## src/rtl/wpd_pkg.sv

```systemverilog
// Shared constants, payload types and helper functions for the waveform peak decimator.
package wpd_pkg;

    // Frame and sample geometry.
    localparam int MAX_CHANNELS = 8;
    localparam int SAMPLE_BITS = 16;
    localparam int MAX_RUN_DEF = 64;

    // Widths of the configuration registers and of the bin bookkeeping.
    localparam int CH_BITS = 4;
    localparam int FRAME_BITS = 24;
    localparam int BIN_BITS = 16;
    localparam int BOUND_BITS = FRAME_BITS + BIN_BITS;
    localparam int CFG_DATA_BITS = 24;
    localparam int CFG_INDEX_BITS = 2;

    // A channel sum holds up to MAX_CHANNELS magnitudes of 2**(SAMPLE_BITS-1).
    localparam int SUM_BITS = SAMPLE_BITS + $clog2(MAX_CHANNELS);
    localparam int PEAK_BITS = 16;

    // Exact division by the channel count: floor(x / d) == (x * ceil(2**K / d)) >> K
    // for every x below 2**SUM_BITS when K = SUM_BITS + ceil(log2(d)).
    localparam int RECIP_SHIFT = SUM_BITS + $clog2(MAX_CHANNELS);
    localparam int RECIP_BITS = RECIP_SHIFT + 1;
    localparam logic [RECIP_BITS-1:0] ONE_K = RECIP_BITS'(1) << RECIP_SHIFT;
    localparam logic [RECIP_BITS-1:0] RECIP_1 = ONE_K;
    localparam logic [RECIP_BITS-1:0] RECIP_2 = RECIP_BITS'((ONE_K + 1) / 2);
    localparam logic [RECIP_BITS-1:0] RECIP_3 = RECIP_BITS'((ONE_K + 2) / 3);
    localparam logic [RECIP_BITS-1:0] RECIP_4 = RECIP_BITS'((ONE_K + 3) / 4);
    localparam logic [RECIP_BITS-1:0] RECIP_5 = RECIP_BITS'((ONE_K + 4) / 5);
    localparam logic [RECIP_BITS-1:0] RECIP_6 = RECIP_BITS'((ONE_K + 5) / 6);
    localparam logic [RECIP_BITS-1:0] RECIP_7 = RECIP_BITS'((ONE_K + 6) / 7);
    localparam logic [RECIP_BITS-1:0] RECIP_8 = RECIP_BITS'((ONE_K + 7) / 8);

    // Configuration register indexes.
    typedef enum logic [CFG_INDEX_BITS-1:0] {
        CFG_CHANNEL_COUNT = 2'd0,
        CFG_TOTAL_FRAMES  = 2'd1,
        CFG_TARGET_BINS   = 2'd2
    } t_cfg_index;

    // One input word: one audio frame.
    typedef struct packed {
        logic signed [SAMPLE_BITS-1:0] ch0_sample;
        logic signed [SAMPLE_BITS-1:0] ch1_sample;
        logic signed [SAMPLE_BITS-1:0] ch2_sample;
        logic signed [SAMPLE_BITS-1:0] ch3_sample;
        logic signed [SAMPLE_BITS-1:0] ch4_sample;
        logic signed [SAMPLE_BITS-1:0] ch5_sample;
        logic signed [SAMPLE_BITS-1:0] ch6_sample;
        logic signed [SAMPLE_BITS-1:0] ch7_sample;
    } t_frame;

    // One output word: the peak of one bin.
    typedef struct packed {
        logic [PEAK_BITS-1:0] bin_peak;
        logic [BIN_BITS-1:0]  bin_number;
        logic                 run_end;
        logic                 block_end;
    } t_result;

    // Channel count clamped to 1..MAX_CHANNELS.
    function automatic logic [CH_BITS-1:0] eff_channels(input logic [CH_BITS-1:0] c);
        logic [CH_BITS-1:0] r;
        r = c;
        if (c == '0) begin
            r = CH_BITS'(1);
        end else if (c > CH_BITS'(MAX_CHANNELS)) begin
            r = CH_BITS'(MAX_CHANNELS);
        end
        return r;
    endfunction

    // Reciprocal of an effective channel count.
    function automatic logic [RECIP_BITS-1:0] recip(input logic [CH_BITS-1:0] c);
        logic [RECIP_BITS-1:0] r;
        case (c)
            CH_BITS'(2): r = RECIP_2;
            CH_BITS'(3): r = RECIP_3;
            CH_BITS'(4): r = RECIP_4;
            CH_BITS'(5): r = RECIP_5;
            CH_BITS'(6): r = RECIP_6;
            CH_BITS'(7): r = RECIP_7;
            CH_BITS'(8): r = RECIP_8;
            default:     r = RECIP_1;
        endcase
        return r;
    endfunction

endpackage

```

## src/rtl/wpd_lane.sv

```systemverilog
// One channel lane: captures the magnitude of its sample, or zero when the channel is unused.
module wpd_lane
    import wpd_pkg::*;
(
    input  logic                          i_clk,
    input  logic                          i_load,
    input  logic                          i_enable,
    input  logic signed [SAMPLE_BITS-1:0] i_sample,
    output logic        [SAMPLE_BITS-1:0] o_mag
);

    logic [SAMPLE_BITS-1:0] r_mag;
    logic [SAMPLE_BITS-1:0] raw;
    logic [SAMPLE_BITS-1:0] mag;

    // Two's complement magnitude; the most negative code maps to 2**(SAMPLE_BITS-1).
    assign raw = SAMPLE_BITS'(i_sample);
    assign mag = raw[SAMPLE_BITS-1] ? (~raw + SAMPLE_BITS'(1)) : raw;

    // Capture when a frame word is taken.
    always_ff @(posedge i_clk) begin
        if (i_load) begin
            r_mag <= i_enable ? mag : '0;
        end
    end

    assign o_mag = r_mag;

endmodule

```

## src/rtl/wpd_merge.sv

```systemverilog
// Merging stage: adds the lane magnitudes into one registered channel sum.
module wpd_merge
    import wpd_pkg::*;
(
    input  logic                   i_clk,
    input  logic [SAMPLE_BITS-1:0] i_mag [MAX_CHANNELS],
    output logic [SUM_BITS-1:0]    o_sum
);

    logic [SUM_BITS-1:0] r_sum;
    logic [SUM_BITS-1:0] acc;

    // Sum of all lanes; unused lanes contribute zero.
    always_comb begin
        acc = '0;
        for (int k = 0; k < MAX_CHANNELS; k++) begin
            acc = acc + SUM_BITS'(i_mag[k]);
        end
    end

    always_ff @(posedge i_clk) begin
        r_sum <= acc;
    end

    assign o_sum = r_sum;

endmodule

```

## src/rtl/wpd_div.sv

```systemverilog
// Divides the bin's peak channel sum by the channel count through a reciprocal multiply.
module wpd_div
    import wpd_pkg::*;
(
    input  logic                 i_clk,
    input  logic [CH_BITS-1:0]   i_channels,
    input  logic [SUM_BITS-1:0]  i_sum,
    output logic [PEAK_BITS-1:0] o_quot
);

    localparam int PROD_BITS = SUM_BITS + RECIP_BITS;

    logic [RECIP_BITS-1:0] r_recip;
    logic [PEAK_BITS-1:0]  r_quot;
    logic [PROD_BITS-1:0]  prod;

    // The reciprocal follows the channel count, the quotient follows the sum.
    assign prod = PROD_BITS'(i_sum) * PROD_BITS'(r_recip);

    always_ff @(posedge i_clk) begin
        r_recip <= recip(i_channels);
        r_quot  <= prod[RECIP_SHIFT +: PEAK_BITS];
    end

    assign o_quot = r_quot;

endmodule

```

## src/rtl/waveform_peak_decimator_unit.sv

```systemverilog
// Top level of the waveform peak decimator: lanes, merge, divider and bin sequencer.
//
// Usage: one frame word (up to eight Q1.15 samples) enters on i_valid/o_ready. The
// lanes take the magnitudes of the first channel_count samples and the merging stage
// adds them. Each bin keeps the largest channel sum it has seen; when a bin closes,
// its peak (the sum divided by the channel count) leaves as one word on
// o_valid/i_ready together with the bin number, a block end flag and a run end flag
// on the last word caused by the frame. Empty bins leave as zero peaks.
// Timing: the sequencer works one frame at a time. A frame passes through the flush,
// fold, wait, flush and end states before the next one is accepted, and stays in a
// flush state while it forms result words. A word moves from the holding stage to
// the output register when the next word is formed; the last word of a run waits
// for the end state, so that its run end flag can be set.
// At most MAX_RUN words follow one frame; bins still due leave with the next frame.
// A stalled receiver holds the sequencer once the output register and the one-word
// holding stage are both full; no word is lost.
// Reset (synchronous, active low) loads channel_count 1, total_frames 1 and
// target_bins 1024 and starts a new block. A write to any register also starts a
// new block; writes are to be made while the block is idle, which it does not enforce.
module waveform_peak_decimator_unit
    import wpd_pkg::*;
#(
    parameter int MAX_RUN = MAX_RUN_DEF
) (
    input  logic                      i_clk,
    input  logic                      i_rst_n,
    input  logic                      i_valid,
    output logic                      o_ready,
    input  t_frame                    i_frame,
    output logic                      o_valid,
    input  logic                      i_ready,
    output t_result                   o_result,
    input  logic                      i_cfg_we,
    input  logic [CFG_INDEX_BITS-1:0] i_cfg_index,
    input  logic [CFG_DATA_BITS-1:0]  i_cfg_data
);

    localparam int COUNT_BITS = $clog2(MAX_RUN + 1);
    localparam logic [COUNT_BITS-1:0] RUN_LIMIT = COUNT_BITS'(MAX_RUN);

    typedef enum logic [5:0] {
        S_IDLE   = 6'b000001,
        S_FLUSH1 = 6'b000010,
        S_FOLD   = 6'b000100,
        S_WAIT   = 6'b001000,
        S_FLUSH2 = 6'b010000,
        S_END    = 6'b100000
    } t_state;

    t_state                r_state, n_state;
    logic [COUNT_BITS-1:0] r_count, n_count;
    logic                  r_hold_valid, n_hold_valid;
    t_result               r_hold, n_hold;
    logic                  r_out_valid, n_out_valid;
    t_result               r_out, n_out;
    logic [CH_BITS-1:0]    r_channel_count, n_channel_count;
    logic [FRAME_BITS-1:0] r_total_frames, n_total_frames;
    logic [BIN_BITS-1:0]   r_target_bins, n_target_bins;
    logic [FRAME_BITS-1:0] r_frame_index, n_frame_index;
    logic [BIN_BITS-1:0]   r_bin_index, n_bin_index;
    logic [BOUND_BITS-1:0] r_bin_bound, n_bin_bound;
    logic [BOUND_BITS-1:0] r_frame_bound, n_frame_bound;
    logic [SUM_BITS-1:0]   r_max_sum, n_max_sum;

    logic [CH_BITS-1:0]     ch_eff;
    logic [FRAME_BITS-1:0]  t_eff;
    logic [BIN_BITS-1:0]    b_eff;
    logic [FRAME_BITS-1:0]  t_eff_next;
    logic [BOUND_BITS:0]    frame_reach;
    logic                   due;
    logic                   last_bin;
    logic                   out_free;
    logic                   emit_ok;
    logic                   restart;
    logic                   load;
    logic                   in_flush;
    logic [SAMPLE_BITS-1:0] samples [MAX_CHANNELS];
    logic [SAMPLE_BITS-1:0] mags [MAX_CHANNELS];
    logic [SUM_BITS-1:0]    frame_sum;
    logic [PEAK_BITS-1:0]   quot;
    t_result                fresh;

    // Effective register values.
    assign ch_eff     = eff_channels(r_channel_count);
    assign t_eff      = (r_total_frames == '0) ? FRAME_BITS'(1) : r_total_frames;
    assign b_eff      = (r_target_bins == '0) ? BIN_BITS'(1) : r_target_bins;
    assign t_eff_next = (n_total_frames == '0) ? FRAME_BITS'(1) : n_total_frames;

    // A bin closes once its upper bound falls below the frames counted so far.
    assign frame_reach = {1'b0, r_frame_bound} + (BOUND_BITS + 1)'(b_eff);
    assign due         = (r_bin_index < b_eff) && ({1'b0, r_bin_bound} < frame_reach);
    assign last_bin    = ((BIN_BITS + 1)'(r_bin_index) + (BIN_BITS + 1)'(1))
                         == (BIN_BITS + 1)'(b_eff);

    assign out_free = !r_out_valid || i_ready;
    assign emit_ok  = !r_hold_valid || out_free;
    assign load     = i_valid && (r_state == S_IDLE);
    assign in_flush = (r_state == S_FLUSH1) || (r_state == S_FLUSH2);

    // Lanes, one per channel.
    assign samples[0] = SAMPLE_BITS'(i_frame.ch0_sample);
    assign samples[1] = SAMPLE_BITS'(i_frame.ch1_sample);
    assign samples[2] = SAMPLE_BITS'(i_frame.ch2_sample);
    assign samples[3] = SAMPLE_BITS'(i_frame.ch3_sample);
    assign samples[4] = SAMPLE_BITS'(i_frame.ch4_sample);
    assign samples[5] = SAMPLE_BITS'(i_frame.ch5_sample);
    assign samples[6] = SAMPLE_BITS'(i_frame.ch6_sample);
    assign samples[7] = SAMPLE_BITS'(i_frame.ch7_sample);

    for (genvar k = 0; k < MAX_CHANNELS; k++) begin : g_lane
        wpd_lane u_lane (
            .i_clk    (i_clk),
            .i_load   (load),
            .i_enable (CH_BITS'(k) < ch_eff),
            .i_sample (samples[k]),
            .o_mag    (mags[k])
        );
    end

    wpd_merge u_merge (
        .i_clk (i_clk),
        .i_mag (mags),
        .o_sum (frame_sum)
    );

    wpd_div u_div (
        .i_clk      (i_clk),
        .i_channels (ch_eff),
        .i_sum      (r_max_sum),
        .o_quot     (quot)
    );

    // The quotient is registered from the previous peak sum; a zero sum always reads as zero.
    always_comb begin
        fresh.bin_peak   = (r_max_sum == '0) ? '0 : quot;
        fresh.bin_number = r_bin_index;
        fresh.run_end    = 1'b0;
        fresh.block_end  = last_bin;
    end

    // Bin sequencer.
    always_comb begin
        n_state         = r_state;
        n_count         = r_count;
        n_hold_valid    = r_hold_valid;
        n_hold          = r_hold;
        n_out_valid     = r_out_valid;
        n_out           = r_out;
        n_channel_count = r_channel_count;
        n_total_frames  = r_total_frames;
        n_target_bins   = r_target_bins;
        n_frame_index   = r_frame_index;
        n_bin_index     = r_bin_index;
        n_bin_bound     = r_bin_bound;
        n_frame_bound   = r_frame_bound;
        n_max_sum       = r_max_sum;
        restart         = 1'b0;

        if (r_out_valid && i_ready) begin
            n_out_valid = 1'b0;
        end

        case (r_state)
            S_IDLE: begin
                if (i_valid) begin
                    n_count = '0;
                    n_state = S_FLUSH1;
                end
            end
            S_FLUSH1, S_FLUSH2: begin
                if (due && (r_count < RUN_LIMIT)) begin
                    if (emit_ok) begin
                        // The previous word moves on; the new one waits in the holding stage
                        // until it is known whether it ends the run.
                        if (r_hold_valid) begin
                            n_out       = r_hold;
                            n_out_valid = 1'b1;
                        end
                        n_hold       = fresh;
                        n_hold_valid = 1'b1;
                        n_count      = r_count + COUNT_BITS'(1);
                        n_max_sum    = '0;
                        n_bin_index  = r_bin_index + BIN_BITS'(1);
                        n_bin_bound  = r_bin_bound + BOUND_BITS'(t_eff);
                        if (last_bin) begin
                            restart = 1'b1;
                            n_state = (r_state == S_FLUSH1) ? S_FOLD : S_END;
                        end
                    end
                end else begin
                    n_state = (r_state == S_FLUSH1) ? S_FOLD : S_END;
                end
            end
            S_FOLD: begin
                // Fold the frame into the open bin and count it if the block has room.
                if (frame_sum > r_max_sum) begin
                    n_max_sum = frame_sum;
                end
                if (r_frame_index < t_eff) begin
                    n_frame_index = r_frame_index + FRAME_BITS'(1);
                    n_frame_bound = r_frame_bound + BOUND_BITS'(b_eff);
                end
                n_state = S_WAIT;
            end
            S_WAIT: begin
                n_state = S_FLUSH2;
            end
            S_END: begin
                if (!r_hold_valid) begin
                    n_state = S_IDLE;
                end else if (out_free) begin
                    n_out         = r_hold;
                    n_out.run_end = 1'b1;
                    n_out_valid   = 1'b1;
                    n_hold_valid  = 1'b0;
                    n_state       = S_IDLE;
                end
            end
            default: begin
                n_state = S_IDLE;
            end
        endcase

        // Register writes restart the block.
        if (i_cfg_we) begin
            case (i_cfg_index)
                CFG_CHANNEL_COUNT: begin
                    n_channel_count = i_cfg_data[CH_BITS-1:0];
                    restart         = 1'b1;
                end
                CFG_TOTAL_FRAMES: begin
                    n_total_frames = i_cfg_data[FRAME_BITS-1:0];
                    restart        = 1'b1;
                end
                CFG_TARGET_BINS: begin
                    n_target_bins = i_cfg_data[BIN_BITS-1:0];
                    restart       = 1'b1;
                end
                default: begin
                end
            endcase
        end

        if (restart) begin
            n_frame_index = '0;
            n_bin_index   = '0;
            n_bin_bound   = BOUND_BITS'(t_eff_next);
            n_frame_bound = '0;
            n_max_sum     = '0;
        end
    end

    always_ff @(posedge i_clk) begin
        if (!i_rst_n) begin
            r_state         <= S_IDLE;
            r_count         <= '0;
            r_hold_valid    <= 1'b0;
            r_out_valid     <= 1'b0;
            r_channel_count <= CH_BITS'(1);
            r_total_frames  <= FRAME_BITS'(1);
            r_target_bins   <= BIN_BITS'(1024);
            r_frame_index   <= '0;
            r_bin_index     <= '0;
            r_bin_bound     <= BOUND_BITS'(1);
            r_frame_bound   <= '0;
            r_max_sum       <= '0;
        end else begin
            r_state         <= n_state;
            r_count         <= n_count;
            r_hold_valid    <= n_hold_valid;
            r_out_valid     <= n_out_valid;
            r_channel_count <= n_channel_count;
            r_total_frames  <= n_total_frames;
            r_target_bins   <= n_target_bins;
            r_frame_index   <= n_frame_index;
            r_bin_index     <= n_bin_index;
            r_bin_bound     <= n_bin_bound;
            r_frame_bound   <= n_frame_bound;
            r_max_sum       <= n_max_sum;
        end
    end

    // Payload registers.
    always_ff @(posedge i_clk) begin
        r_hold <= n_hold;
        r_out  <= n_out;
    end

    assign o_ready  = (r_state == S_IDLE);
    assign o_valid  = r_out_valid;
    assign o_result = r_out;

`ifndef SYNTH
    // A run never exceeds its limit.
    a_run_limit: assert property (@(posedge i_clk) disable iff (!i_rst_n)
        r_count <= RUN_LIMIT)
        else $error("run counter beyond limit");

    // The holding stage is always drained before the next frame is taken.
    a_hold_drained: assert property (@(posedge i_clk) disable iff (!i_rst_n)
        (r_state == S_IDLE) |-> !r_hold_valid)
        else $error("held word left behind at end of step");

    // The open bin always lies inside the block.
    a_bin_in_block: assert property (@(posedge i_clk) disable iff (!i_rst_n)
        r_bin_index < b_eff)
        else $error("bin index past block");

    // A word is formed only in a flush state.
    a_emit_in_flush: assert property (@(posedge i_clk) disable iff (!i_rst_n)
        ($past(i_rst_n) && $rose(r_hold_valid)) |-> $past(in_flush))
        else $error("word formed outside a flush");
`endif

endmodule
```

## config.mk

```make
export PLATFORM = sky130hd
export DESIGN_NAME = waveform_peak_decimator_unit
export DESIGN_NICKNAME = d
export VERILOG_FILES = /design/src/rtl/wpd_pkg.sv /design/src/rtl/wpd_lane.sv /design/src/rtl/wpd_merge.sv /design/src/rtl/wpd_div.sv /design/src/rtl/waveform_peak_decimator_unit.sv
export SDC_FILE = /design/constraint.sdc
export NUM_CORES = 2
export LEC_CHECK = 0
export BUFFER_PORTS_ARGS = -buffer_cell sky130_fd_sc_hd__buf_2
export CAP_MARGIN = 20
export CORE_ASPECT_RATIO = 1.2
export CORE_MARGIN = 2
export CORE_UTILIZATION = 60
export DETAILED_ROUTE_END_ITERATION = 10
export PLACE_DENSITY = 0.89
export SYNTH_ARGS = -nofsm -noshare
export SYNTH_HDL_FRONTEND = slang
export SYNTH_SLANG_ARGS = --single-unit
export TNS_END_PERCENT = 30
```

## constraint.sdc

```tcl
create_clock -name i_clk -period 9.5 [get_ports i_clk]
set_input_delay 0.475 -clock i_clk [delete_from_list [all_inputs] [get_ports i_clk]]
set_output_delay 0.475 -clock i_clk [all_outputs]
set_load 0.02 [all_outputs]
```

# == Word-level counts from Yosys, hierarchy flattened ==
# Cells that the tools add are included.
# W data, S select, Z words.
# totals
regBits,451
in_bits,159
out_inout_bits,36
# op_classes
addsub,22
mul,1
magnitude_cmp,14
eq_ne,26
n_mux,60
bitwise_logic,9
reduce_logical,41
# ops
op,count
$mux W24,8
$mux W34,5
$pmux W23 S7,1
$add A16 B1 Y16 const B,9
$not A16 Y16,8
$mux W15,8
$add A19 B16 Y19,6
$pmux W34 S2,1
$mux W19,3
$logic_not A24 Y1,2
$mux W6,7
$add A40 B16 Y41,1
$lt A40 B41 Y1,1
$add A40 B16 Y40,1
$add A40 B24 Y40,1
$mul A19 B23 Y38,1
$pmux W19 S2,1
$pmux W6 S5,1
$add A24 B1 Y24 const B,1
$lt A24 B24 Y1,1
$reduce_and A2 Y1,11
$mux W7,3
$gt A19 B19 Y1,1
$logic_not A19 Y1,1
41 further kinds,90

# == Depth between registers and ports, before layout ==
# logic_depth
word_depth,12
depth_mapped,28

# == By module ==
# From an unflattened synthesis, not the netlist that was laid out.
# unflattened
cells_unflattened,4277
hier_area_um2,40517.6
# modules_own_cells
mod,instances,cells_per_inst,area_each_um2,seq_area_each_um2
waveform_peak_decimator_unit,1,1800,15974.1,5975.7
wpd_div,1,1454,13003.7,580.6
wpd_lane,8,74,942.2,480.5
wpd_merge,1,431,4002.6,380.4

# == Worst setup path before layout ==
# No wires, ideal clock.
# synth_path
path_type,flip-flop to flip-flop
start,reg r_target_bins[10]
end,reg r_out (netlist bit o_result[0]) (enable)
setup_ns,0.429
arrival_ns,6.471
setup_slack_ns,2.600
stages_incl_launch_ff,25
synth_period_minus_slack_ns,6.900
cell_sequence,dfxtp_1 -> clkbuf_1 -> nor4_1 -> a41o_1 -> ha_1 -> inv_1 -> fa_1 -> a21boi_0 -> o21ai_1 -> a31oi_1 -> a31oi_1 -> maj3_1 -> a311o_1 -> a21oi_1 -> xnor2_1 -> ha_1 -> and4_1 -> a2111oi_0 -> o21ai_0 -> a21o_1 -> o21ai_0 -> and2_1 -> a21oi_1 -> a21boi_0 -> nor2b_1
# synth_via
elab_chain_cells,8
word_cells_on_any_way,9
classes_between,add/sub: 1; order compare: 2; eq/ne: 1; mux: 1; reduce/logical: 4
# synth_lines
element,line,text
start: declaration,waveform_peak_decimator_unit.sv:58,"logic [BIN_BITS-1:0] r_target_bins, n_target_bins;"
start signal: assignment,waveform_peak_decimator_unit.sv:274,r_target_bins <= n_target_bins;
$logic_not A16 Y1,waveform_peak_decimator_unit.sv:86,assign b_eff = (r_target_bins == '0) ? BIN_BITS'(1) : r_target_bins;
$mux W16 (*),waveform_peak_decimator_unit.sv:86,
$add A40 B16 Y41,waveform_peak_decimator_unit.sv:90,"assign frame_reach = {1'b0, r_frame_bound} + (BOUND_BITS + 1)'(b_eff);"
$lt A40 B41 Y1,waveform_peak_decimator_unit.sv:91,"assign due = (r_bin_index < b_eff) && ({1'b0, r_bin_bound} < frame_reach);"
$logic_and A1 B1 Y1 (*),waveform_peak_decimator_unit.sv:91,
$logic_and A1 B1 Y1 (*),waveform_peak_decimator_unit.sv:171,if (due && (r_count < RUN_LIMIT)) begin
$ne A2 B2 Y1 (no line) (*),n/a,
$reduce_and A6 Y1 (no line) (*),n/a,
end signal: assignment,waveform_peak_decimator_unit.sv:286,r_out <= n_out;
end: declaration,waveform_peak_decimator_unit.sv:55,"t_result r_out, n_out;"
# Every way passes the cells marked *; elsewhere a longest branch is shown, timed or not.
# A chain may end at the register's enable or synchronous reset.

# == Worst setup path in the final report ==
# layout_path
start,reg u_div.r_recip[18]
end,"reg u_div.r_quot[14], in the netlist u_div.o_quot[14]"
# layout_via
elab_chain_cells,1
# layout_lines
element,line,text
start: declaration,wpd_div.sv:13,logic [RECIP_BITS-1:0] r_recip;
start signal: assignment,wpd_div.sv:21,r_recip <= recip(i_channels);
$mul A19 B23 Y38,wpd_div.sv:18,assign prod = PROD_BITS'(i_sum) * PROD_BITS'(r_recip);
via u_div.prod[36],wpd_div.sv:15,logic [PROD_BITS-1:0] prod;
end signal: assignment,wpd_div.sv:22,r_quot <= prod[RECIP_SHIFT +: PEAK_BITS];
end: declaration,wpd_div.sv:14,logic [PEAK_BITS-1:0] r_quot;
# The timed path passes the listed nets, and every way through them passes these cells.

==> metrics.txt <==
register area share after synthesis 0.281; via count between 20000 and 30000; Vert. Die Dim between 200 and 300 µm; setup TNS 0 ns; Setup WS pre-CTS between 1.5 and 2 ns; Arr. time, crit path 8.32 ns; gr busiest metal met2; Tmin final roughly 7.8 ns; Post-synth EDFFs slightly below 200; htree depth 2; post-CTS setup buffer count 0; Worst-Margin Slew 1.23 ns; commonest non-fill, non-tap cell in the layout inv_1; Leak 19.0 nW; I/O pin cnt around 200; area of the multi-input gates 0.0248 mm²; clock tree buffer depth 3; Die ar. between 0.06 and 0.07 mm²; count of hold-fix buffers inserted at cts 0; crit path max fanout 19; Clk pin slew, worst setup/hold paths roughly 0.060 ns; clk_lat worst skew approximately 0.6 ns; placed instance area between 0.03 and 0.04 mm²; first-pass GRT wire length ~160000 µm; CP Launch Type register; DRC 0; max-capacitance violation count 0; CTS tree built; Fmax roughly 130 MHz; hold_sp i_frame[112]; VDD IR max a little under 900 µV; global route overflow 0; flop2flop setup slack around 1.7 ns; final setup margin 1.69 ns; Synth Instances between 4000 and 5000; post_cts resized 0; Primary FF master, synth dfxtp_1; Final ANT Viol Nets 0; PwrDens roughly 280 mW/mm²; clock sinks ~440; largest net degree at the start of global routing roughly 70; vias in the first global route 30657; yosys warns 0; Slew HR 0.177; most frequent cells in the layout 570 x inv_1, 413 x fa_1, 323 x nand2_1, 323 x nor2_1, 283 x ha_1; status finished, final reports clean; drt first pass iters 6; met2 global-route usage 0.563; initial antenna violation count 3; Hold EP g_lane[0].u_lane.o_mag[0]; part of the cycle the worst path needs 0.822; fin. max-slew vios 0; synthesized area per cell 9.47 µm²; Post-DP HPWL just over 80000 µm; GPL Wtd Cong around 0.99; share of layout cells above drive strength 1 0.0836; Clock Tree Root clkbuf_16; Final Hold Fails 0; #FFs+latches synth approximately 440; Crit Reg-Reg Endpoint u_div.o_quot[14]; vias per cell 5.94; DRT iter0 DRCs 2097; Avg WL per Cell 20.5 µm; Hold WC Path Type in2reg; nets between 4000 and 5000; Detailed Route WL 103000 µm; GR Util met3 0.0342; CORE AREA approximately 0.063 mm²; synthesized net count approximately 5000; Initial Util 0.607; endpoints failing setup 0; Netlist Area Pre-Place ~0.038 mm²; worst reg2reg path depth 19; Yosys cell types 73; GRT Overall Usage 0.314; met1 Use GR 0.366; Critical Path RT approximately 10 ns; CP Class reg2reg; buffers added on ports a little under 200; clock skew approximately 0.034 ns; row cnt 101; Hold Path Depth 1; ys async rst share 0; RSZ-0062 raised after global routing false; design area 0.0415 mm²; reg-to-reg startpoint u_div.r_recip[18]; Die X-Extent about 230 µm; Worst Setup End Kind register; utilization after layout 0.657; register area between 0.01 and 0.015 mm²; Total Power 11.7 mW; Num CTS Buffers 47; synthesis-to-finish area growth 8.29%; fill count just over 5000
-- worst max-delay path: stages, from the launching register on --
cell and delay, ns:
dfxtp_1 0.94, nand2_1 0.35, fa_1 0.62, inv_1 0.08, fa_1 0.50, fa_1 0.53
fa_1 0.53, inv_1 0.06, fa_1 0.47, inv_1 0.05, fa_1 0.47, ha_1 0.31
nand3_1 0.08, or2_2 0.27, o41ai_1 0.66, a31oi_1 0.41, nor4b_1 0.78, o41ai_1 0.27
o21bai_1 0.21, xor2_1 0.15
-- final cells by class --
type,count,area share
antenna,2,0.000121
clock buffer,72,0.0361
clock inverter,16,0.00368
inverter,572,0.0518
multi-input combinational,2860,0.597
sequential,441,0.260
tap,824,0.0248
timing repair buffer,215,0.0273
-- synth_stat cells, types with 51 or more instances --
| cell | number | area [µm²] |
|---|---|---|
| a21oi_1 | 177 | 886 |
| and2_1 | 172 | 1080 |
| clkbuf_1 | 153 | 574 |
| dfxtp_1 | 246 | 4920 |
| edfxtp_1 | 195 | 5860 |
| fa_1 | 413 | 8270 |
| ha_1 | 283 | 3540 |
| inv_1 | 572 | 2150 |
| nand2_1 | 323 | 1210 |
| nand3_1 | 57 | 285 |
| nand4_1 | 54 | 338 |
| nor2_1 | 324 | 1220 |
| nor3_1 | 63 | 315 |
| o21ai_0 | 129 | 646 |
| or3_1 | 51 | 319 |
| xnor2_1 | 136 | 1190 |
| xor2_1 | 136 | 1190 |
-- kinds of logic (layout without fill, tap and decap cells) --
family | Yosys count | after routing | synth area share
flops | 441 | 441 | 0.281
buf+inv | 746 | 875 | 0.0738
simple gates | 1264 | 1264 | 0.164
fa+ha+maj | 699 | 699 | 0.309
compound gates | 567 | 567 | 0.0940
mux | 58 | 58 | 0.0158
xor+xnor | 272 | 272 | 0.0621
other cells | 0 | 2 | 0
-- how the worst max path moves through the flow --
stage,to,slack [ns],start
2_1_floorplan,o_result[0],2.60,r_target_bins[10]
3_3_place_gp,u_div.o_quot[14],1.94,u_div.r_recip[18]
3_5_place_dp,u_div.o_quot[14],1.73,u_div.r_recip[18]
4_1_cts,u_div.o_quot[14],1.75,u_div.r_recip[18]
5_1_grt,u_div.o_quot[14],1.24,u_div.r_recip[18]
6_report,u_div.o_quot[14],1.69,u_div.r_recip[18]
-- flip-flops by register name, indices dropped and copies added (netlist names), 4 cells and up --
signal / count
r_state: 6
r_total_frames: 24
r_channel_count: 4
r_target_bins: 16
r_max_sum: 19
r_frame_index: 24
g_lane.u_lane.o_mag: 128
o_result: 34
u_div.o_quot: 16
r_bin_bound: 40
u_merge.o_sum: 19
r_hold: 33
r_bin_index: 16
r_count: 7
r_frame_bound: 40
u_div.r_recip: 13
-- through the flow --
| stage | cells | hold slack, ns |
|---|---|---|
| 2_1_floorplan | 4047 | 0.400 |
| 3_5_place_dp | 4911 | 0.406 |
| 4_1_cts | 4999 | 0.0683 |
| 5_1_grt | 5001 | 0.0746 |
| 3_3_place_gp | 4911 | 0.405 |
| 6_report | 5002 | 0.0877 |
-- layer usage --
layer,up-vias,share of wire,wire (µm)
met5,-,0.00013,13
li1,13636,-,-
met1,14527,0.37,38200
met4,2,0.067,6920
met2,1189,0.50,51400
met3,345,0.060,6120
-- where the power goes --
part / internal (mW) / leakage, nW / switching [mW] / total (mW)
sequential: 2.40 / 3.85 / 0.143 / 2.54
combinational: 3.11 / 14.3 / 4.06 / 7.17
clock: 1.15 / 0.825 / 0.797 / 1.94
total: 6.65 / 19.0 / 5.00 / 11.7
Note: power is estimated with default switching activity, not from simulation.
